$ cat config.mk
export PLATFORM = sky130hd
export DESIGN_NAME = rte_cordic_cell
export DESIGN_NICKNAME = d
export VERILOG_FILES = /design/src/design/rte_pkg.sv /design/src/design/rte_cordic_cell.sv
export SDC_FILE = /design/constraint.sdc
export NUM_CORES = 1
export LEC_CHECK = 0
export BUFFER_PORTS_ARGS = -buffer_cell sky130_fd_sc_hd__buf_2
export CAP_MARGIN = 20
export CORE_MARGIN = 4
export CORE_UTILIZATION = 55
export CTS_CLUSTER_DIAMETER = 50
export DETAILED_ROUTE_END_ITERATION = 8
export PLACE_DENSITY = 0.89
export SLEW_MARGIN = 20
export SYNTH_ARGS = -nofsm -noshare
export SYNTH_HDL_FRONTEND = slang
export SYNTH_SLANG_ARGS = --single-unit
$ cat constraint.sdc
create_clock -name clk -period 3.05 [get_ports clk]
set_input_delay 0.1525 -clock clk [delete_from_list [all_inputs] [get_ports clk]]
set_output_delay 0.1525 -clock clk [all_outputs]
set_load 0.1 [all_outputs]
$ cat src/design/rte_pkg.sv
// Shared types and the CORDIC angle table for the rotation-to-Euler block.
package rte_pkg;

  // Width of one binary-angle accumulator (2^31 = pi, with headroom).
  localparam int ZW = 34;
  // Number of entries in the arctangent table.
  localparam int ATAN_LEN = 24;
  // Integer square root: result bits and remainder width.
  localparam int ROOT_W = 16;
  localparam int REM_W  = 19;

  typedef struct packed {
    logic signed [15:0] r00;
    logic signed [15:0] r10;
    logic signed [15:0] r20;
    logic signed [15:0] r21;
    logic signed [15:0] r22;
    logic signed [15:0] r11;
    logic signed [15:0] r12;
  } mat_t;

  typedef struct packed {
    mat_t              mat;
    logic [31:0]       sum;
    logic [REM_W-1:0]  rem;
    logic [ROOT_W-1:0] root;
  } sqrt_t;

  // atan(2^-i) in units where 2^31 = pi
  function automatic logic [31:0] atan_at(input int idx);
    logic [31:0] v;
    begin
      case (idx)
        0:  v = 32'h20000000;
        1:  v = 32'h12E4051E;
        2:  v = 32'h09FB385B;
        3:  v = 32'h051111D4;
        4:  v = 32'h028B0D43;
        5:  v = 32'h0145D7E1;
        6:  v = 32'h00A2F61E;
        7:  v = 32'h00517C55;
        8:  v = 32'h0028BE53;
        9:  v = 32'h00145F2F;
        10: v = 32'h000A2F98;
        11: v = 32'h000517CC;
        12: v = 32'h00028BE6;
        13: v = 32'h000145F3;
        14: v = 32'h0000A2F9;
        15: v = 32'h0000517C;
        16: v = 32'h000028BE;
        17: v = 32'h0000145F;
        18: v = 32'h00000A2F;
        19: v = 32'h00000517;
        20: v = 32'h0000028B;
        21: v = 32'h00000145;
        22: v = 32'h000000A2;
        23: v = 32'h00000051;
        default: v = 32'h0;
      endcase
      return v;
    end
  endfunction

endpackage

$ cat src/design/rte_cordic_cell.sv
// One vectoring CORDIC iteration cell, registered.
module rte_cordic_cell #(
  parameter int W    = 39,
  parameter int STEP = 0
) (
  input  logic                          clk,
  input  logic                          en,
  input  logic signed [W-1:0]           x_in,
  input  logic signed [W-1:0]           y_in,
  input  logic signed [rte_pkg::ZW-1:0] z_in,
  input  logic                          zero_in,
  output logic signed [W-1:0]           x_out,
  output logic signed [W-1:0]           y_out,
  output logic signed [rte_pkg::ZW-1:0] z_out,
  output logic                          zero_out
);
  import rte_pkg::*;

  logic signed [W-1:0]  xs;
  logic signed [W-1:0]  ys;
  logic signed [ZW-1:0] ang;
  logic signed [W-1:0]  x_r;
  logic signed [W-1:0]  y_r;
  logic signed [ZW-1:0] z_r;
  logic                 zero_r;

  assign xs  = x_in >>> STEP;
  assign ys  = y_in >>> STEP;
  assign ang = signed'(ZW'(atan_at(STEP)));

  // rotate toward the x axis
  always_ff @(posedge clk) begin
    if (en) begin
      if (y_in > 0) begin
        x_r <= x_in + ys;
        y_r <= y_in - xs;
        z_r <= z_in + ang;
      end else begin
        x_r <= x_in - ys;
        y_r <= y_in + xs;
        z_r <= z_in - ang;
      end
      zero_r <= zero_in;
    end
  end

  assign x_out    = x_r;
  assign y_out    = y_r;
  assign z_out    = z_r;
  assign zero_out = zero_r;
endmodule

==> metrics.txt <==
nets=~1900; CP Launch Type=primary input; num ports=228; max cap viols=0; worst-path fanout max=3; minimum clock period=just under 3 ns; switching power=3.60 mW; final instance area=approximately 0.014 mm2; crit-path cells=buf_2 > ha_1 > inv_1 > fa_1 > nor2_1 > o311ai_1 > a31oi_1 > o31a_1 > o21ai_1 > o41ai_1 > buf_4 > a211o_1 > a21oi_1 > o21ai_1 > xnor2_1; synth-to-layout area growth=30.2%; async set-reset flop share out of synthesis=0%; total grt overflow=0; most used cell, CP=o21ai_1; vias per cell=about 6.0; HP Class=in2reg; First-pass DRT Iterations=6; global-route wire length before repair=roughly 58000 um; cell area power density=520 mW/mm2; via count=11400; final hold violation count=0; all-layer global routing usage=about a third; Crit Path Class=in2reg; setup fix buffers added after clock tree synthesis=0; CP delay by family, top=compound AO/OA/AOI/OAI gates; syn avg cell area=around 8.5 um2; Clock power frac=about 17%; Critical Path End Type=flop; drt total wl=approximately 37000 um; die area=0.0216 mm2; sequential share of the synthesized area=31.6%; die height=~150 um; Arr. time, crit path=3.02 ns; Tcrit/Tclk final=95.1%; Slew @ Worst Pin=between 0.6 and 0.7 ns; Synth Register Bits=about 110; layout cells sized above 1=27.1%; CTS tree=done; Antenna Nets Post-Route=0; commonest non-fill, non-tap cells in the layout=226 x buf_2, 174 x buf_4, 169 x a21oi_1; # setup viols final=0; CTS Root Cell=clkbuf_16; outcome=finished clean; CTS sink cnt=~110; Req. time, crit path=3.16 ns; GP Congestion=between 1 and 1.5; Rows=50; Max Freq=0.345 GHz; Pint=3.60 mW; Num CTS Buffers=9; DR iter-0 viols=1201; mean routed wirelength per cell=between 15 and 20 um; unrepaired setup endpoints after global routing=false; WP depth=15; H-Tree Depth=3; DRC Markers=0; mapped cell area=about 0.011 mm2; maximum VDD drop=between 0.4 and 0.5 mV; Yosys cell types=72; most common cell after layout, fill and taps aside=buf_2; Leak=6.46 nW; Core Region=0.0189 mm2; Synth Instances=1247; max-slew violations=0; EDFF count, synth=roughly 110; combinational power share=54.6%; number of global-route vias before repair=11200; Seq pwr share=28.6%; die width=147 um; final core utilization=73.3%; initial antenna violation count=1; sw frac=50.0%; Post-Syn Nets=1492; largest net degree at the start of global routing=76; Worst-path clk slew=0.08 ns; slowest stage cell on the critical path=o311ai_1; WHS Path Cells=2; placed cell areas=0.0133 mm2; Most used DFF post-synth=edfxtp_1; Buf/Inv on CP=3; IO Port Bufs=227; Initial Utilization=between 50% and 60%; hpwl dp=29000 um; worst rel slew slack=54.7%; CP peak stage delay=0.40 ns; Max Root-Sink Buffers=2; yosys warns=0
## flip-flops by register name, indices dropped and copies added (netlist names)
name      count
x_out        39
y_out        38
z_out        34
zero_out      1
## routing by layer
metal | wire, um | GRT usage, %
met4 | 1730 | 16.3
met5 | 0 | 0
met2 | 17500 | 55.1
met1 | 14700 | 42.5
met3 | 3510 | 5.58
## Yosys cell counts (5+ instances only)
master	number	share of area (%)
nand3_1	17	0.80
a21oi_1	169	7.9
a21o_1	42	3.0
nand2b_1	9	0.53
buf_2	10	0.47
nor3_1	20	0.94
nor2b_1	8	0.47
a21boi_0	5	0.35
xor2_1	15	1.2
o21a_1	5	0.35
a31oi_1	12	0.71
o21bai_1	35	2.5
edfxtp_1	112	32
o211ai_1	10	0.71
buf_1	13	0.46
clkbuf_1	30	1.1
o31a_1	5	0.41
nand4_1	18	1.1
ha_1	126	15
nand2_1	72	2.5
inv_1	107	3.8
o31ai_1	7	0.49
nor4_1	18	1.1
xnor2_1	64	5.3
o21ai_1	10	0.47
o21ai_0	77	3.6
mux2i_1	12	1.1
nor2_1	125	4.4
a211oi_1	10	0.71
## power by group through the flow
stage	Sequential, mW	Combinational, mW	Clock (mW)
2_1_floorplan	3.69	1.18	0
3_3_place_gp	2.08	3.77	0
3_5_place_dp	2.08	3.82	0
4_1_cts	2.05	3.87	1.21
5_1_grt	2.08	4.11	1.28
6_report	2.06	3.93	1.21
## worst paths after layout
| kind | startpoint | to | slack (ns) |
|---|---|---|---|
| min | z_in[29] | z_out[29] | 0.05 |
| max | x_in[0] | y_out[30] | 0.15 |
## layout make-up
type	count	area (um2)
antenna	1	2.50
clock buffer	9	225
clock inverter	6	62.6
fill	1431	5040
inverter	115	432
multi-input combinational	964	6630
sequential	112	3360
tap	260	325
timing repair buffer	434	2820
## kinds of logic (layout without fill, tap and decap cells)
| family | after synthesis | in the layout | share of synthesized area [%] |
|---|---|---|---|
| AND/OR/NAND/NOR | 309 | 309 | 13.3 |
| XOR/XNOR | 79 | 79 | 6.50 |
| multiplexers | 13 | 13 | 1.23 |
| buffers and inverters | 171 | 564 | 6.29 |
| flip-flops | 112 | 112 | 31.6 |
| AO/OA/AOI/OAI | 433 | 433 | 25.5 |
| adder cells (fa/ha/maj) | 130 | 130 | 15.6 |
| other | 0 | 1 | 0 |
## per-stage QoR
step / total power [mW] / hold WS [ns] / instances / setup TNS (ns) / setup WS (ns)
finish: 7.20 / 0.0532 / 1901 / 0 / 0.149
global route: 7.46 / 0.0489 / 1901 / 0 / 0.0128
CTS: 7.14 / 0.0529 / 1900 / 0 / 0.212
detailed placement: 5.91 / 0.331 / 1855 / -0.882 / -0.175
global placement: 5.85 / 0.329 / 1855 / -0.181 / -0.0702
floorplan: 4.88 / 0.251 / 1247 / 0 / 0.338
## timing repair
| item | in CTS | in global routing |
|---|---|---|
| endpoints found under the hold margin | 30 | 0 |
| gates resized for setup | 0 | 1 |
| hold buffers | 30 | 0 |
| setup endpoints to repair | 0 | 1 |
Note: power is estimated with default switching activity, not from simulation.
