===== src/design/rte_pkg.sv =====
// Shared types and the CORDIC angle table for the rotation-to-Euler block.
package rte_pkg;

  // Width of one binary-angle accumulator (2^31 = pi, with headroom).
  localparam int ZW = 34;
  // Number of entries in the arctangent table.
  localparam int ATAN_LEN = 24;
  // Integer square root: result bits and remainder width.
  localparam int ROOT_W = 16;
  localparam int REM_W  = 19;

  typedef struct packed {
    logic signed [15:0] r00;
    logic signed [15:0] r10;
    logic signed [15:0] r20;
    logic signed [15:0] r21;
    logic signed [15:0] r22;
    logic signed [15:0] r11;
    logic signed [15:0] r12;
  } mat_t;

  typedef struct packed {
    mat_t              mat;
    logic [31:0]       sum;
    logic [REM_W-1:0]  rem;
    logic [ROOT_W-1:0] root;
  } sqrt_t;

  // atan(2^-i) in units where 2^31 = pi
  function automatic logic [31:0] atan_at(input int idx);
    logic [31:0] v;
    begin
      case (idx)
        0:  v = 32'h20000000;
        1:  v = 32'h12E4051E;
        2:  v = 32'h09FB385B;
        3:  v = 32'h051111D4;
        4:  v = 32'h028B0D43;
        5:  v = 32'h0145D7E1;
        6:  v = 32'h00A2F61E;
        7:  v = 32'h00517C55;
        8:  v = 32'h0028BE53;
        9:  v = 32'h00145F2F;
        10: v = 32'h000A2F98;
        11: v = 32'h000517CC;
        12: v = 32'h00028BE6;
        13: v = 32'h000145F3;
        14: v = 32'h0000A2F9;
        15: v = 32'h0000517C;
        16: v = 32'h000028BE;
        17: v = 32'h0000145F;
        18: v = 32'h00000A2F;
        19: v = 32'h00000517;
        20: v = 32'h0000028B;
        21: v = 32'h00000145;
        22: v = 32'h000000A2;
        23: v = 32'h00000051;
        default: v = 32'h0;
      endcase
      return v;
    end
  endfunction

endpackage


===== src/design/rte_cordic_entry.sv =====
// CORDIC entry cell: scale operands, fold the left half-plane, flag the origin.
module rte_cordic_entry #(
  parameter int W     = 39,
  parameter int SHIFT = 16
) (
  input  logic                       clk,
  input  logic                       en,
  input  logic signed [16:0]         op_y,
  input  logic signed [16:0]         op_x,
  output logic signed [W-1:0]        x_out,
  output logic signed [W-1:0]        y_out,
  output logic signed [rte_pkg::ZW-1:0] z_out,
  output logic                       zero_out
);
  import rte_pkg::*;

  logic signed [W-1:0]  xs;
  logic signed [W-1:0]  ys;
  logic signed [W-1:0]  x_nxt;
  logic signed [W-1:0]  y_nxt;
  logic signed [ZW-1:0] z_nxt;
  logic signed [W-1:0]  x_r;
  logic signed [W-1:0]  y_r;
  logic signed [ZW-1:0] z_r;
  logic                 zero_r;

  // scale and rotate by pi when x is negative
  always_comb begin
    xs = W'(op_x) <<< SHIFT;
    ys = W'(op_y) <<< SHIFT;
    if (op_x < 0) begin
      x_nxt = -xs;
      y_nxt = -ys;
      z_nxt = (op_y >= 0) ? (ZW'(1) <<< 31) : -(ZW'(1) <<< 31);
    end else begin
      x_nxt = xs;
      y_nxt = ys;
      z_nxt = '0;
    end
  end

  always_ff @(posedge clk) begin
    if (en) begin
      x_r    <= x_nxt;
      y_r    <= y_nxt;
      z_r    <= z_nxt;
      zero_r <= (op_x == 0) && (op_y == 0);
    end
  end

  assign x_out    = x_r;
  assign y_out    = y_r;
  assign z_out    = z_r;
  assign zero_out = zero_r;
endmodule


===== config.mk =====
export PLATFORM = sky130hd
export DESIGN_NAME = rte_cordic_entry
export DESIGN_NICKNAME = d
export VERILOG_FILES = /design/src/design/rte_pkg.sv /design/src/design/rte_cordic_entry.sv
export SDC_FILE = /design/constraint.sdc
export NUM_CORES = 1
export LEC_CHECK = 0
export ABC_AREA = 1
export BUFFER_PORTS_ARGS = -buffer_cell sky130_fd_sc_hd__clkbuf_2
export CAP_MARGIN = 10
export CORE_AREA = 2 2 81 83
export CTS_CLUSTER_DIAMETER = 30
export DETAILED_ROUTE_END_ITERATION = 8
export DIE_AREA = 0 0 83 85
export HOLD_SLACK_MARGIN = 0.15
export PLACE_DENSITY_LB_ADDON = 0.12
export SLEW_MARGIN = 40
export SYNTH_ARGS = -nofsm -noshare
export SYNTH_HDL_FRONTEND = slang
export SYNTH_SLANG_ARGS = --single-unit

===== constraint.sdc =====
create_clock -name clk -period 2.9 [get_ports clk]
set_input_delay 0.145 -clock clk [delete_from_list [all_inputs] [get_ports clk]]
set_output_delay 0.145 -clock clk [all_outputs]
set_load 0.01 [all_outputs]

==> summary.txt <==
PostCTS Resize Cnt: 0
DR vias/cell: 4.26
Sequential Power Share: 52.8%
I/O pin count: 149
largest net degree at the start of global routing: 50
DRC viols: 0
RePlAce Congestion: 0.845
met3 WL: 353 um
Area contributors post-synth: edfxtp_1 (50%), buf_4 (17%), nand2_1 (9.6%)
area delta synth->final: 14.2%
total design power: 1.66 mW
post-cts hold buffer count: 4
Cells after DPL: 482
Bufs on Longest Clock Path: 2
worst setup path class: in2reg
register bit total from synthesis: 49
DRT antenna net count: 0
Async SR Flop Fraction: 0%
number of distinct library cells after synthesis: 25
most area-hungry cell type in the Yosys netlist: edfxtp_1
WL met1: 2.32 mm
share of layout cells above drive strength 1: 27.8%
slowest stage delay, CP: 530 ps
post-CTS setup buffers: 0
Syn Inst Count: 319
CTS H-tree depth: 2
Post-synth top flop: edfxtp_1
Buf+Inv Stages, Crit Path: 4
vias post-DR: 2105
cell area after layout: 0.00339 mm2
Switch Pwr: 447 uW
yosys synthesis warning count: 0
Post-synth EDFFs: 49
Final TNS setup: 0 ps
most common cell in the netlist: nand2_1
clk slew on worst S/H paths: 90 ps
DR WL/cell: 10.6 um
CP arrival: 1900 ps
power share of the combinational group: 18.2%
Final period util: 63.3%
worst vdd ir: 0.253 mV
Post-Syn Area per Cell: 9.31 um2
total of max-cap violations: 0
CTS tree: done
Clock power frac: 29.0%
Placed Area: 0.00324 mm2
WL final: 5.23 mm
worst path required time: 2960 ps
first-pass GRT wire length: 8.51 mm
Slew Viols, Final: 0
Lkg Pwr: 1.74 nW
Final Non-Filler Cells: 494
Mapped Area: 0.00297 mm2
Synth top area share: 49.6%
Cell Pwr Density: 490 mW/mm2
Final HPWL DP: 3.90 mm
Hold Fails Final Rpt: 0
die area: 0.00706 mm2
hold crit path type: in2reg
vias in the first global route: 1853
highest metal used: met4
Critical Path End Type: register
post-synthesis sequential area ratio: 49.6%
initial drt markers: 118
Slew headroom: 53.6%
CP Launch Type: input pin
PortBufs: 85
# rows: 29
crit-path max FO: 3
initial antenna violation count: 0
Max Clock Freq: 0.545 GHz
Switching Share: 26.9%
Crit path max-delay family: buffers and inverters
total CTS buffers: 5
RSZ-0062 raised after global routing: no
Total GRT Usage: 14.9%
Root Driver: clkbuf_8
cell internal pwr: 1.22 mW
final global-route overflow total: 0
crit-path cells: dlygate4sd3_1 -> clkbuf_2 -> inv_2 -> ha_1 -> nand3_1 -> nor2_2 -> nand3_1 -> nor2_1 -> ha_1 -> nand2_1 -> inv_1
Synth top cells by count: nand2_1 (76), buf_4 (66), edfxtp_1 (49), inv_1 (26), nor2_1 (24)
TritonRoute pass-1 iters: 4
Post-layout nets: 456
core footprint: 0.00620 mm2
# clock sinks: 49
Worst-Margin Slew: 695 ps
Starting Density: 47.9%
CP max stage cell: dlygate4sd3_1
min cycle time layout: 1830 ps
WL met2: 2.46 mm
final setup vio count: 0
outcome: finished clean
antenna diode count: 0
die height: 85 um
Die Wd: 83 um
kinds of logic after synthesis:
family / after synthesis / synth area share (%)
AOI/OAI and AO/OA: 11 / 2.57
xor gates and xnor gates: 17 / 5.01
adders and majority gates: 4 / 1.69
buffers and inverters: 104 / 21.8
DFF: 49 / 49.6
other: 1 / 0.126
and+or+nand+nor: 133 / 19.3
per-stage QoR:
stage                     setup slack [ps]  hold slack [ps]  utilization [%]
after floorplan                       1540              244                -
after global placement                1280              353             52.2
after detailed placement              1240              358             52.2
after CTS                             1050              156             54.7
after global routing                   894              167             54.7
final                                 1070              161             54.7
cell usage in the layout, fill, tap and decap left out, drive strengths merged:
| cell type | Yosys | final |
|---|---|---|
| a21oi | 1 | 1 |
| buf | 68 | 1 |
| bufinv | 0 | 1 |
| clkbuf | 0 | 90 |
| clkinv | 0 | 1 |
| clkinvlp | 0 | 1 |
| conb | 1 | 69 |
| dlygate4sd3 | 0 | 4 |
| edfxtp | 49 | 49 |
| ha | 4 | 4 |
| inv | 36 | 36 |
| nand2 | 80 | 80 |
| nand3 | 19 | 19 |
| nand4 | 5 | 5 |
| nor2 | 28 | 28 |
| nor3 | 1 | 1 |
| o211ai | 1 | 1 |
| o21ai | 9 | 9 |
| xnor2 | 2 | 2 |
| xor2 | 15 | 15 |
flip-flops by register name (all words and copies together), names as in the netlist:
register and cells:
zero_out 1, z_out 2, y_out 23, x_out 23
metal layers:
| layer | up-vias | GRT usage (%) |
|---|---|---|
| met5 | - | 0 |
| met4 | 0 | 5.81 |
| met3 | 8 | 3.11 |
| met2 | 96 | 24.5 |
| met1 | 926 | 19.4 |
| li1 | 1075 | - |
power by group through the flow:
stage                     Clock [mW]  Sequential [mW]  Combinational, mW
after floorplan                    0            0.930              0.202
after global placement             0            0.894              0.296
after detailed placement           0            0.895              0.298
after CTS                      0.502            0.880              0.304
after global routing           0.532            0.886              0.339
final                          0.483            0.878              0.303
worst min-delay path, cell delays in order:
cell	delay, ps
clkbuf_2	90
nand3_1	60
nand2_1	60
final cells by class:
class,instances,area [um2]
inverters,36,135
repair buffers,90,473
fillers,611,2810
well taps,77,96.3
multi-input cells,234,1110
clock inverters,3,41.3
clock buffers,5,68.8
flip-flops and latches,49,1470
final timing paths:
path / start / end / slack (ps) / cells after the start
hold / removal: op_y[15] / y_out[31] / 160 / 3
setup / recovery: op_x[0] / x_out[32] / 1070 / 11
Power figures use the tool's default switching activity.
