--- src/design/rte_pkg.sv ---
// Shared types and the CORDIC angle table for the rotation-to-Euler block.
package rte_pkg;

  // Width of one binary-angle accumulator (2^31 = pi, with headroom).
  localparam int ZW = 34;
  // Number of entries in the arctangent table.
  localparam int ATAN_LEN = 24;
  // Integer square root: result bits and remainder width.
  localparam int ROOT_W = 16;
  localparam int REM_W  = 19;

  typedef struct packed {
    logic signed [15:0] r00;
    logic signed [15:0] r10;
    logic signed [15:0] r20;
    logic signed [15:0] r21;
    logic signed [15:0] r22;
    logic signed [15:0] r11;
    logic signed [15:0] r12;
  } mat_t;

  typedef struct packed {
    mat_t              mat;
    logic [31:0]       sum;
    logic [REM_W-1:0]  rem;
    logic [ROOT_W-1:0] root;
  } sqrt_t;

  // atan(2^-i) in units where 2^31 = pi
  function automatic logic [31:0] atan_at(input int idx);
    logic [31:0] v;
    begin
      case (idx)
        0:  v = 32'h20000000;
        1:  v = 32'h12E4051E;
        2:  v = 32'h09FB385B;
        3:  v = 32'h051111D4;
        4:  v = 32'h028B0D43;
        5:  v = 32'h0145D7E1;
        6:  v = 32'h00A2F61E;
        7:  v = 32'h00517C55;
        8:  v = 32'h0028BE53;
        9:  v = 32'h00145F2F;
        10: v = 32'h000A2F98;
        11: v = 32'h000517CC;
        12: v = 32'h00028BE6;
        13: v = 32'h000145F3;
        14: v = 32'h0000A2F9;
        15: v = 32'h0000517C;
        16: v = 32'h000028BE;
        17: v = 32'h0000145F;
        18: v = 32'h00000A2F;
        19: v = 32'h00000517;
        20: v = 32'h0000028B;
        21: v = 32'h00000145;
        22: v = 32'h000000A2;
        23: v = 32'h00000051;
        default: v = 32'h0;
      endcase
      return v;
    end
  endfunction

endpackage

--- src/design/rte_sqrt_cell.sv ---
// One digit cell of the pipelined integer square root (two radicand bits per cell).
module rte_sqrt_cell #(
  parameter int PAIR = 0
) (
  input  logic           clk,
  input  logic           rst_n,
  input  logic           en,
  input  logic           in_valid,
  input  rte_pkg::sqrt_t in_data,
  output logic           out_valid,
  output rte_pkg::sqrt_t out_data
);
  import rte_pkg::*;

  logic [REM_W-1:0] rem_sh;
  logic [REM_W-1:0] trial;
  sqrt_t            data_nxt;
  logic             valid_r;
  sqrt_t            data_r;

  // bring down the next bit pair and try the root digit
  always_comb begin
    rem_sh   = {in_data.rem[REM_W-3:0], in_data.sum[2*PAIR+1 -: 2]};
    trial    = {{(REM_W-ROOT_W-2){1'b0}}, in_data.root, 2'b01};
    data_nxt = in_data;
    if (rem_sh >= trial) begin
      data_nxt.rem  = rem_sh - trial;
      data_nxt.root = {in_data.root[ROOT_W-2:0], 1'b1};
    end else begin
      data_nxt.rem  = rem_sh;
      data_nxt.root = {in_data.root[ROOT_W-2:0], 1'b0};
    end
  end

  // advance the cell
  always_ff @(posedge clk) begin
    if (!rst_n) begin
      valid_r <= 1'b0;
    end else if (en) begin
      valid_r <= in_valid;
    end
  end

  always_ff @(posedge clk) begin
    if (en) begin
      data_r <= data_nxt;
    end
  end

  assign out_valid = valid_r;
  assign out_data  = data_r;
endmodule

--- config.mk ---
export PLATFORM = sky130hd
export DESIGN_NAME = rte_sqrt_cell
export DESIGN_NICKNAME = d
export VERILOG_FILES = /design/src/design/rte_pkg.sv /design/src/design/rte_sqrt_cell.sv
export SDC_FILE = /design/constraint.sdc
export NUM_CORES = 1
export LEC_CHECK = 0
export ABC_AREA = 1
export BUFFER_PORTS_ARGS = -buffer_cell sky130_fd_sc_hd__buf_2
export CAP_MARGIN = 20
export CORE_MARGIN = 5
export CORE_UTILIZATION = 40
export DETAILED_ROUTE_END_ITERATION = 16
export GPL_ROUTABILITY_DRIVEN = 0
export PLACE_DENSITY_LB_ADDON = 0.05
export SLEW_MARGIN = 20
export SYNTH_ARGS = -nofsm -noshare
export SYNTH_HDL_FRONTEND = slang
export SYNTH_SLANG_ARGS = --single-unit
--- constraint.sdc ---
create_clock -name clk -period 2 [get_ports clk]
set_clock_uncertainty 0.15 [all_clocks]
set_input_delay 0.1 -clock clk [delete_from_list [all_inputs] [get_ports clk]]
set_output_delay 0.1 -clock clk [all_outputs]
set_load 0.005 [all_outputs]
==> flow_summary.json, run 1 <==
{
  "grt_pass1_wl_um": 33800,
  "worstPathRequired_ps": 2210,
  "synth_area_leaders": "edfxtp_1 (77%), nand2_1 (7.3%), ha_1 (3.2%)",
  "start_util_pct": 40.5,
  "p_per_area_mw_per_mm2": 801,
  "ys_warn_count": 0,
  "maxCapViolCount": 0,
  "r2r_start": "out_valid$_SDFFE_PN0P_",
  "synthFlopType": "edfxtp_1",
  "antenna_cells": 0,
  "syn-num-nets": 693,
  "fin_cells": 1310,
  "drive_above_1_share_pct": 41.6,
  "synthXorXnorAreaFrac_pct": 1.26,
  "synthMuxAreaShare_pct": 0,
  "die_width_um": 142,
  "yosysMostFrequentCell": "edfxtp_1",
  "io_buffers": 360,
  "cp_max_fo": 47,
  "cp-end-kind": "register",
  "htreeDepth": 4,
  "ys_ff_latch": 180,
  "wl_um": 22600,
  "startpoint": "en",
  "synth.distinct_cells": 26,
  "first_global_vias": 6165,
  "hold_violations": 2,
  "grt-ovfl-total": 0,
  "wl_per_cell_um": 17.3,
  "num_vias": 5867,
  "core.rowCount": 48,
  "cts.clk_slew.worst_paths_ps": 70,
  "clk_latency_ps": 410,
  "violations": "negative hold slack",
  "firstDrtPassIters": 4,
  "io_pins": 363,
  "final_nets": 1273,
  "yosysTopAreaCellShare_pct": 77.3,
  "synth_area_mm2": 0.00695,
  "synthesis.instances": 492,
  "detailed_place_hpwl_um": 16200,
  "cts_buffers": 17,
  "globalRouteTotalUtil_pct": 22.0,
  "setup_violations": 0,
  "leakagePower_nw": 5.40,
  "max_freq_ghz": 0.514,
  "slew_headroom_pct": 79.2,
  "vdd_drop_max_mv": 0.561,
  "root_buffer": "clkbuf_16",
  "syn_area_per_cell_um2": 14.1,
  "setup_tns_ps": 0,
  "period_minus_slack_ps": 1950,
  "r2r_cells": 3,
  "r2r_slack_ps": 640,
  "yosysSeqAreaShare_pct": 77.6,
  "synth-edff-count": 179,
  "hp-class": "input port to register",
  "antenna_found_initial": 0,
  "avgViaCountPerCell": 4.48,
  "crit_arrival_ps": 2150,
  "holdWs_ps": -21.9,
  "clock_path_buffers": 2,
  "worstMarginPinSlew_ps": 312,
  "syn2layout_area_growth_pct": 69.4,
  "ys_top_cells_by_count": "edfxtp_1 (179), nand2_1 (136), inv_1 (58), nand3_1 (22), nor2_1 (21)",
  "drt_iter0_drc": 267,
  "crit_path_start_kind": "input port",
  "die_area_mm2": 0.0201,
  "grt_max_degree": 53,
  "coreArea_mm2": 0.0172,
  "synth_fa_ha_area_share_pct": 3.24,
  "drc": 0,
  "synthSimpleGateAreaFrac_pct": 12.0,
  "path_class": "input port to register",
  "outcome": "complete, but fails checks",
  "synth_top_family_by_area": "simple AND/OR/NAND/NOR gates",
  "cts.sinks": 180,
  "die_h_um": 142,
  "fin_crit_sh_pct": 97.3,
  "slew_viol_final": 0,
  "cts_tree": "done",
  "synthArstFlopShare_pct": 0,
  "dp_cells": 1093,
  "yosysTopAreaCell": "edfxtp_1",
  "r2r-end": "out_valid$_SDFFE_PN0P_",
  "critPathCapture": "out_valid$_SDFFE_PN0P_",
  "synth_compound_area_share_pct": 1.82,
  "drtAntennaViolNets": 0
}
[metal layers]
metal  part of all wire [%]  GRT usage, %  wire length, um
met1                     36          23.8             8190
met2                     55          41.5            12400
met3                    6.2          5.70             1410
met4                    2.9          7.37              648
met5                      0             0                0
[cell usage in the layout, fill, tap and decap left out, types with 2 or more instances in the layout]
master	instances
nand3b_1	2
nor2_1	20
clkinv_8	2
inv_2	7
buf_2	355
nand2_2	13
dlymetal6s4s_1	3
buf_4	18
ha_4	4
inv_6	5
a21oi_1	10
buf_12	6
nor3_1	3
o21ai_0	3
ha_1	13
inv_8	3
nand3_1	21
o21bai_1	3
edfxtp_1	179
clkinvlp_4	2
buf_6	3
xnor2_1	2
nor2_2	3
xor2_1	8
nand2_1	129
nand3_2	2
dlygate4sd3_1	177
inv_1	55
and2_1	2
a21oi_2	2
clkbuf_16	18
clkinv_4	2
[repair_timing]
action	CTS	global route
buffers inserted	0	8
endpoints found under the setup margin	0	20
hold endpoints to repair	211	1
resized for setup	0	33
hold buffers	179	1
[final cells by class]
class | count | area, um^2
Tap cell | 225 | 282
Clock buffer | 17 | 425
Inverter | 63 | 249
Timing Repair Buffer | 564 | 3920
Fill cell | 1322 | 5390
Multi-Input combinational cell | 246 | 1360
Sequential cell | 180 | 5400
Clock inverter | 15 | 160
[worst min-delay path by stage]
stage	from	to	slack [ps]	depth (start not counted)
CTS	in_data[18]	out_data[20]$_DFFE_PP_	120	5
floorplan	en	out_valid$_SDFFE_PN0P_	40	1
global placement	in_data[38]	out_data[38]$_DFFE_PP_	130	1
global route	in_data[17]	out_data[19]$_DFFE_PP_	6	3
detailed placement	in_data[141]	out_data[141]$_DFFE_PP_	130	1
finish	in_data[17]	out_data[19]$_DFFE_PP_	-20	3
[registers in the layout, summed over array words and instances, names as in the netlist]
name	cells
out_valid	1
out_data	179
[report_power, final]
part / leakage [nW] / internal [W] / switching, W
Sequential: 1.76 / 0.00452 / 0.0000770
Combinational: 3.35 / 0.000818 / 0.000743
Clock: 0.281 / 0.00177 / 0.00151
Total: 5.40 / 0.00711 / 0.00233
[metrics by stage]
step | setup WS, ps | power, W | hold slack (ps) | util, % | area (um^2)
detailed placement | -7.46 | 0.00588 | 128 | 53.5 | 9190
global placement | 5.94 | 0.00586 | 127 | 53.5 | 9190
floorplan | 273 | 0.00512 | 43.5 | - | 6950
finish | 53.6 | 0.00944 | -21.9 | 68.6 | 11800
global route | -23.3 | 0.00986 | 6.43 | 68.6 | 11800
CTS | 6.55 | 0.00947 | 118 | 67.4 | 11600
[cell families after synthesis]
kind of cell / count (synthesis)
buf+inv: 66
compound gates: 20
fa+ha+maj: 18
xor+xnor: 10
simple gates: 198
flops: 180
[critical path: stages]
cell           delay (ps)
dlygate4sd3_1         600
buf_8                 300
buf_12                300
o21ai_0               120
a21oi_1               130
dlygate4sd3_1         560
(Power assumes the default switching activity.)
==> inputs of run 2 (changes only) <==
--- a/config.mk
+++ b/config.mk
@@ -11,7 +11,8 @@
 export CORE_MARGIN = 5
 export CORE_UTILIZATION = 40
 export DETAILED_ROUTE_END_ITERATION = 16
-export GPL_ROUTABILITY_DRIVEN = 0
+export GPL_ROUTABILITY_DRIVEN = 1
+export HOLD_SLACK_MARGIN = 0.1
 export PLACE_DENSITY_LB_ADDON = 0.05
 export SLEW_MARGIN = 20
 export SYNTH_ARGS = -nofsm -noshare
==> run 2 against run 1 <==
The run now ends clean. Wire length down 0.85%. Via count is 0.19% lower. Final area fell by 1.0%. Hold slack gained 160 ps. Sequential cell count unchanged. Global-route usage decreased by 0.24 points. Core utilization fell by 0.71 points. Fmax is 0.85% higher. Non-clock buffer count shrank 2. Power grew 0.73%. Register-to-register slack about the same.
==> flow_summary.json, run 2 (same netlist as run 1, synthesis figures left out) <==
{
  "fin_crit_sh_pct": 96.5,
  "max_freq_ghz": 0.518,
  "grt_most_used_layer": "met2",
  "detailed_place_hpwl_um": 16100,
  "die_area_mm2": 0.0201,
  "wl_per_cell_um": 17.2,
  "die_h_um": 142,
  "crit_chain": "dlygate4sd3_1 > buf_6 > buf_12 > o21ai_0 > a21oi_1 > dlygate4sd3_1",
  "hp-class": "input port to register",
  "power_w": 0.00951,
  "cts_tree": "done",
  "htreeDepth": 4,
  "setup_violations": 0,
  "antenna_cells": 0,
  "p_switching_w": 0.00231,
  "root_buffer": "clkbuf_16",
  "worstPathRequired_ps": 2210,
  "crit_arrival_ps": 2140,
  "leakagePower_nw": 5.35,
  "io_pins": 363,
  "die_width_um": 142,
  "worstMarginPinSlew_ps": 406,
  "cts.sinks": 180,
  "worstHoldEndpoint": "out_data[20]$_DFFE_PP_",
  "combPwrFrac_pct": 15.7,
  "slew_viol_final": 0,
  "fin_cells": 1307,
  "holdWs_ps": 141,
  "p_seq_share_pct": 48.4,
  "cts.clk_slew.worst_paths_ps": 70,
  "syn2layout_area_growth_pct": 67.7,
  "dp_cells": 1096,
  "period_minus_slack_ps": 1930,
  "clk_latency_ps": 410,
  "r2r_slack_ps": 630,
  "final_nets": 1271,
  "r2r_cells": 3,
  "coreArea_mm2": 0.0172,
  "drc": 0,
  "grt_max_degree": 54,
  "globalRouteTotalUtil_pct": 21.8,
  "hold_start": "in_data[18]",
  "drt_iter0_drc": 284,
  "cts_buffers": 17,
  "crit_top_cell": "dlygate4sd3_1",
  "place_congestion": 0.882,
  "firstDrtPassIters": 4,
  "vdd_drop_max_mv": 0.552,
  "start_util_pct": 40.5,
  "wl_um": 22400,
  "drtAntennaViolNets": 0,
  "switching_share_pct": 24.3,
  "core.rowCount": 48,
  "grt-ovfl-total": 0,
  "r2r-end": "out_valid$_SDFFE_PN0P_",
  "hold_violations": 0,
  "rsz0062_at_grt": "true",
  "maxCapViolCount": 0,
  "worst_slack_ps": 70.0,
  "grt_pass1_wl_um": 33300,
  "internal_power_w": 0.00720,
  "outcome": "complete, no violations",
  "path_class": "input port to register",
  "worst_path_max_delay_cell": "dlygate4sd3_1",
  "largest_register_ffs": 179,
  "final_common_cell": "buf_2",
  "crit_path_start_kind": "input port",
  "slowest_delay_ps": 560,
  "slew_headroom_pct": 72.9,
  "hold_depth": 5,
  "grtUsageMet2_pct": 40.3,
  "dpl_worst_slack_ps": -5.86,
  "cp_max_fo": 46,
  "clock_path_buffers": 2,
  "r2r_start": "out_valid$_SDFFE_PN0P_",
  "num_vias": 5856,
  "drive_above_1_share_pct": 40.5,
  "antenna_found_initial": 0,
  "grt_use_met1_pct": 23.7,
  "final_cell_mix": "buf_2 (359), dlygate4sd3_1 (179), edfxtp_1 (179)",
  "io_buffers": 360,
  "first_global_vias": 6258,
  "grt_util_met3_pct": 5.33,
  "avgViaCountPerCell": 4.48,
  "p_per_area_mw_per_mm2": 815,
  "power.share.clock_pct": 35.9,
  "cp-end-kind": "register"
}
-- run 2: changes by cell type in the layout (fill, tap and decap cells not counted), moves of 3 or more --
cell,delta
nand2_1,+6
nand2_2,-5
buf_2,+4
dlymetal6s4s_1,-3
ha_1,+3
inv_1,+3
inv_2,-3
-- run 2: per-stage QoR --
stage          TNS [ps]  util, %  cell area, um^2
2_1_floorplan         0        -             6950
3_3_place_gp          0     53.7             9220
3_5_place_dp      -11.4     53.7             9220
4_1_cts               0     67.7            11600
5_1_grt           -11.8     67.9            11700
6_report              0     67.9            11700
-- run 2: per-layer routing --
layer,up-vias,wire [um]
met5,-,0
met3,42,1310
met2,229,12100
li1,2846,-
met4,0,778
met1,2739,8250
-- run 2: timing repair --
action | 4_1_cts | 5_1_grt
gates resized for setup | 0 | 8
hold buffers | 179 | 0
endpoints found under the hold margin | 213 | 0
setup buffers | 0 | 1
setup endpoints to repair | 0 | 18
-- run 2: worst max-delay path, delay by kind of cell --
family	cells	cell delay, ps
AOI/OAI and AO/OA	2	240
buffers and inverters	4	1760
-- run 2: final cells by class --
class	instances	area (um^2)
clock buffers	17	425
multi-input cells	246	1310
inverters	63	244
repair buffers	562	3820
fillers	1329	5510
well taps	225	282
flip-flops and latches	180	5400
clock inverters	14	186
-- run 2: worst max path at each step --
stage | startpoint | end | slack [ps] | cells after the start
after global placement | in_data[12] | out_data[31]$_DFFE_PP_ | 9 | 10
after CTS | in_data[16] | out_data[28]$_DFFE_PP_ | 20 | 10
final | en | out_valid$_SDFFE_PN0P_ | 70 | 6
after detailed placement | in_data[12] | out_data[28]$_DFFE_PP_ | -6 | 10
after global routing | in_data[16] | out_data[33]$_DFFE_PP_ | -8 | 12
after floorplan | in_data[6] | out_data[33]$_DFFE_PP_ | 270 | 13
-- run 2: power groups by stage --
| stage | clock network [W] | registers (W) | logic [W] |
|---|---|---|---|
| finish | 0.00341 | 0.00460 | 0.00150 |
| global route | 0.00368 | 0.00462 | 0.00164 |
| detailed placement | 0 | 0.00468 | 0.00120 |
| floorplan | 0 | 0.00474 | 0.000383 |
| global placement | 0 | 0.00467 | 0.00119 |
| CTS | 0.00350 | 0.00459 | 0.00149 |
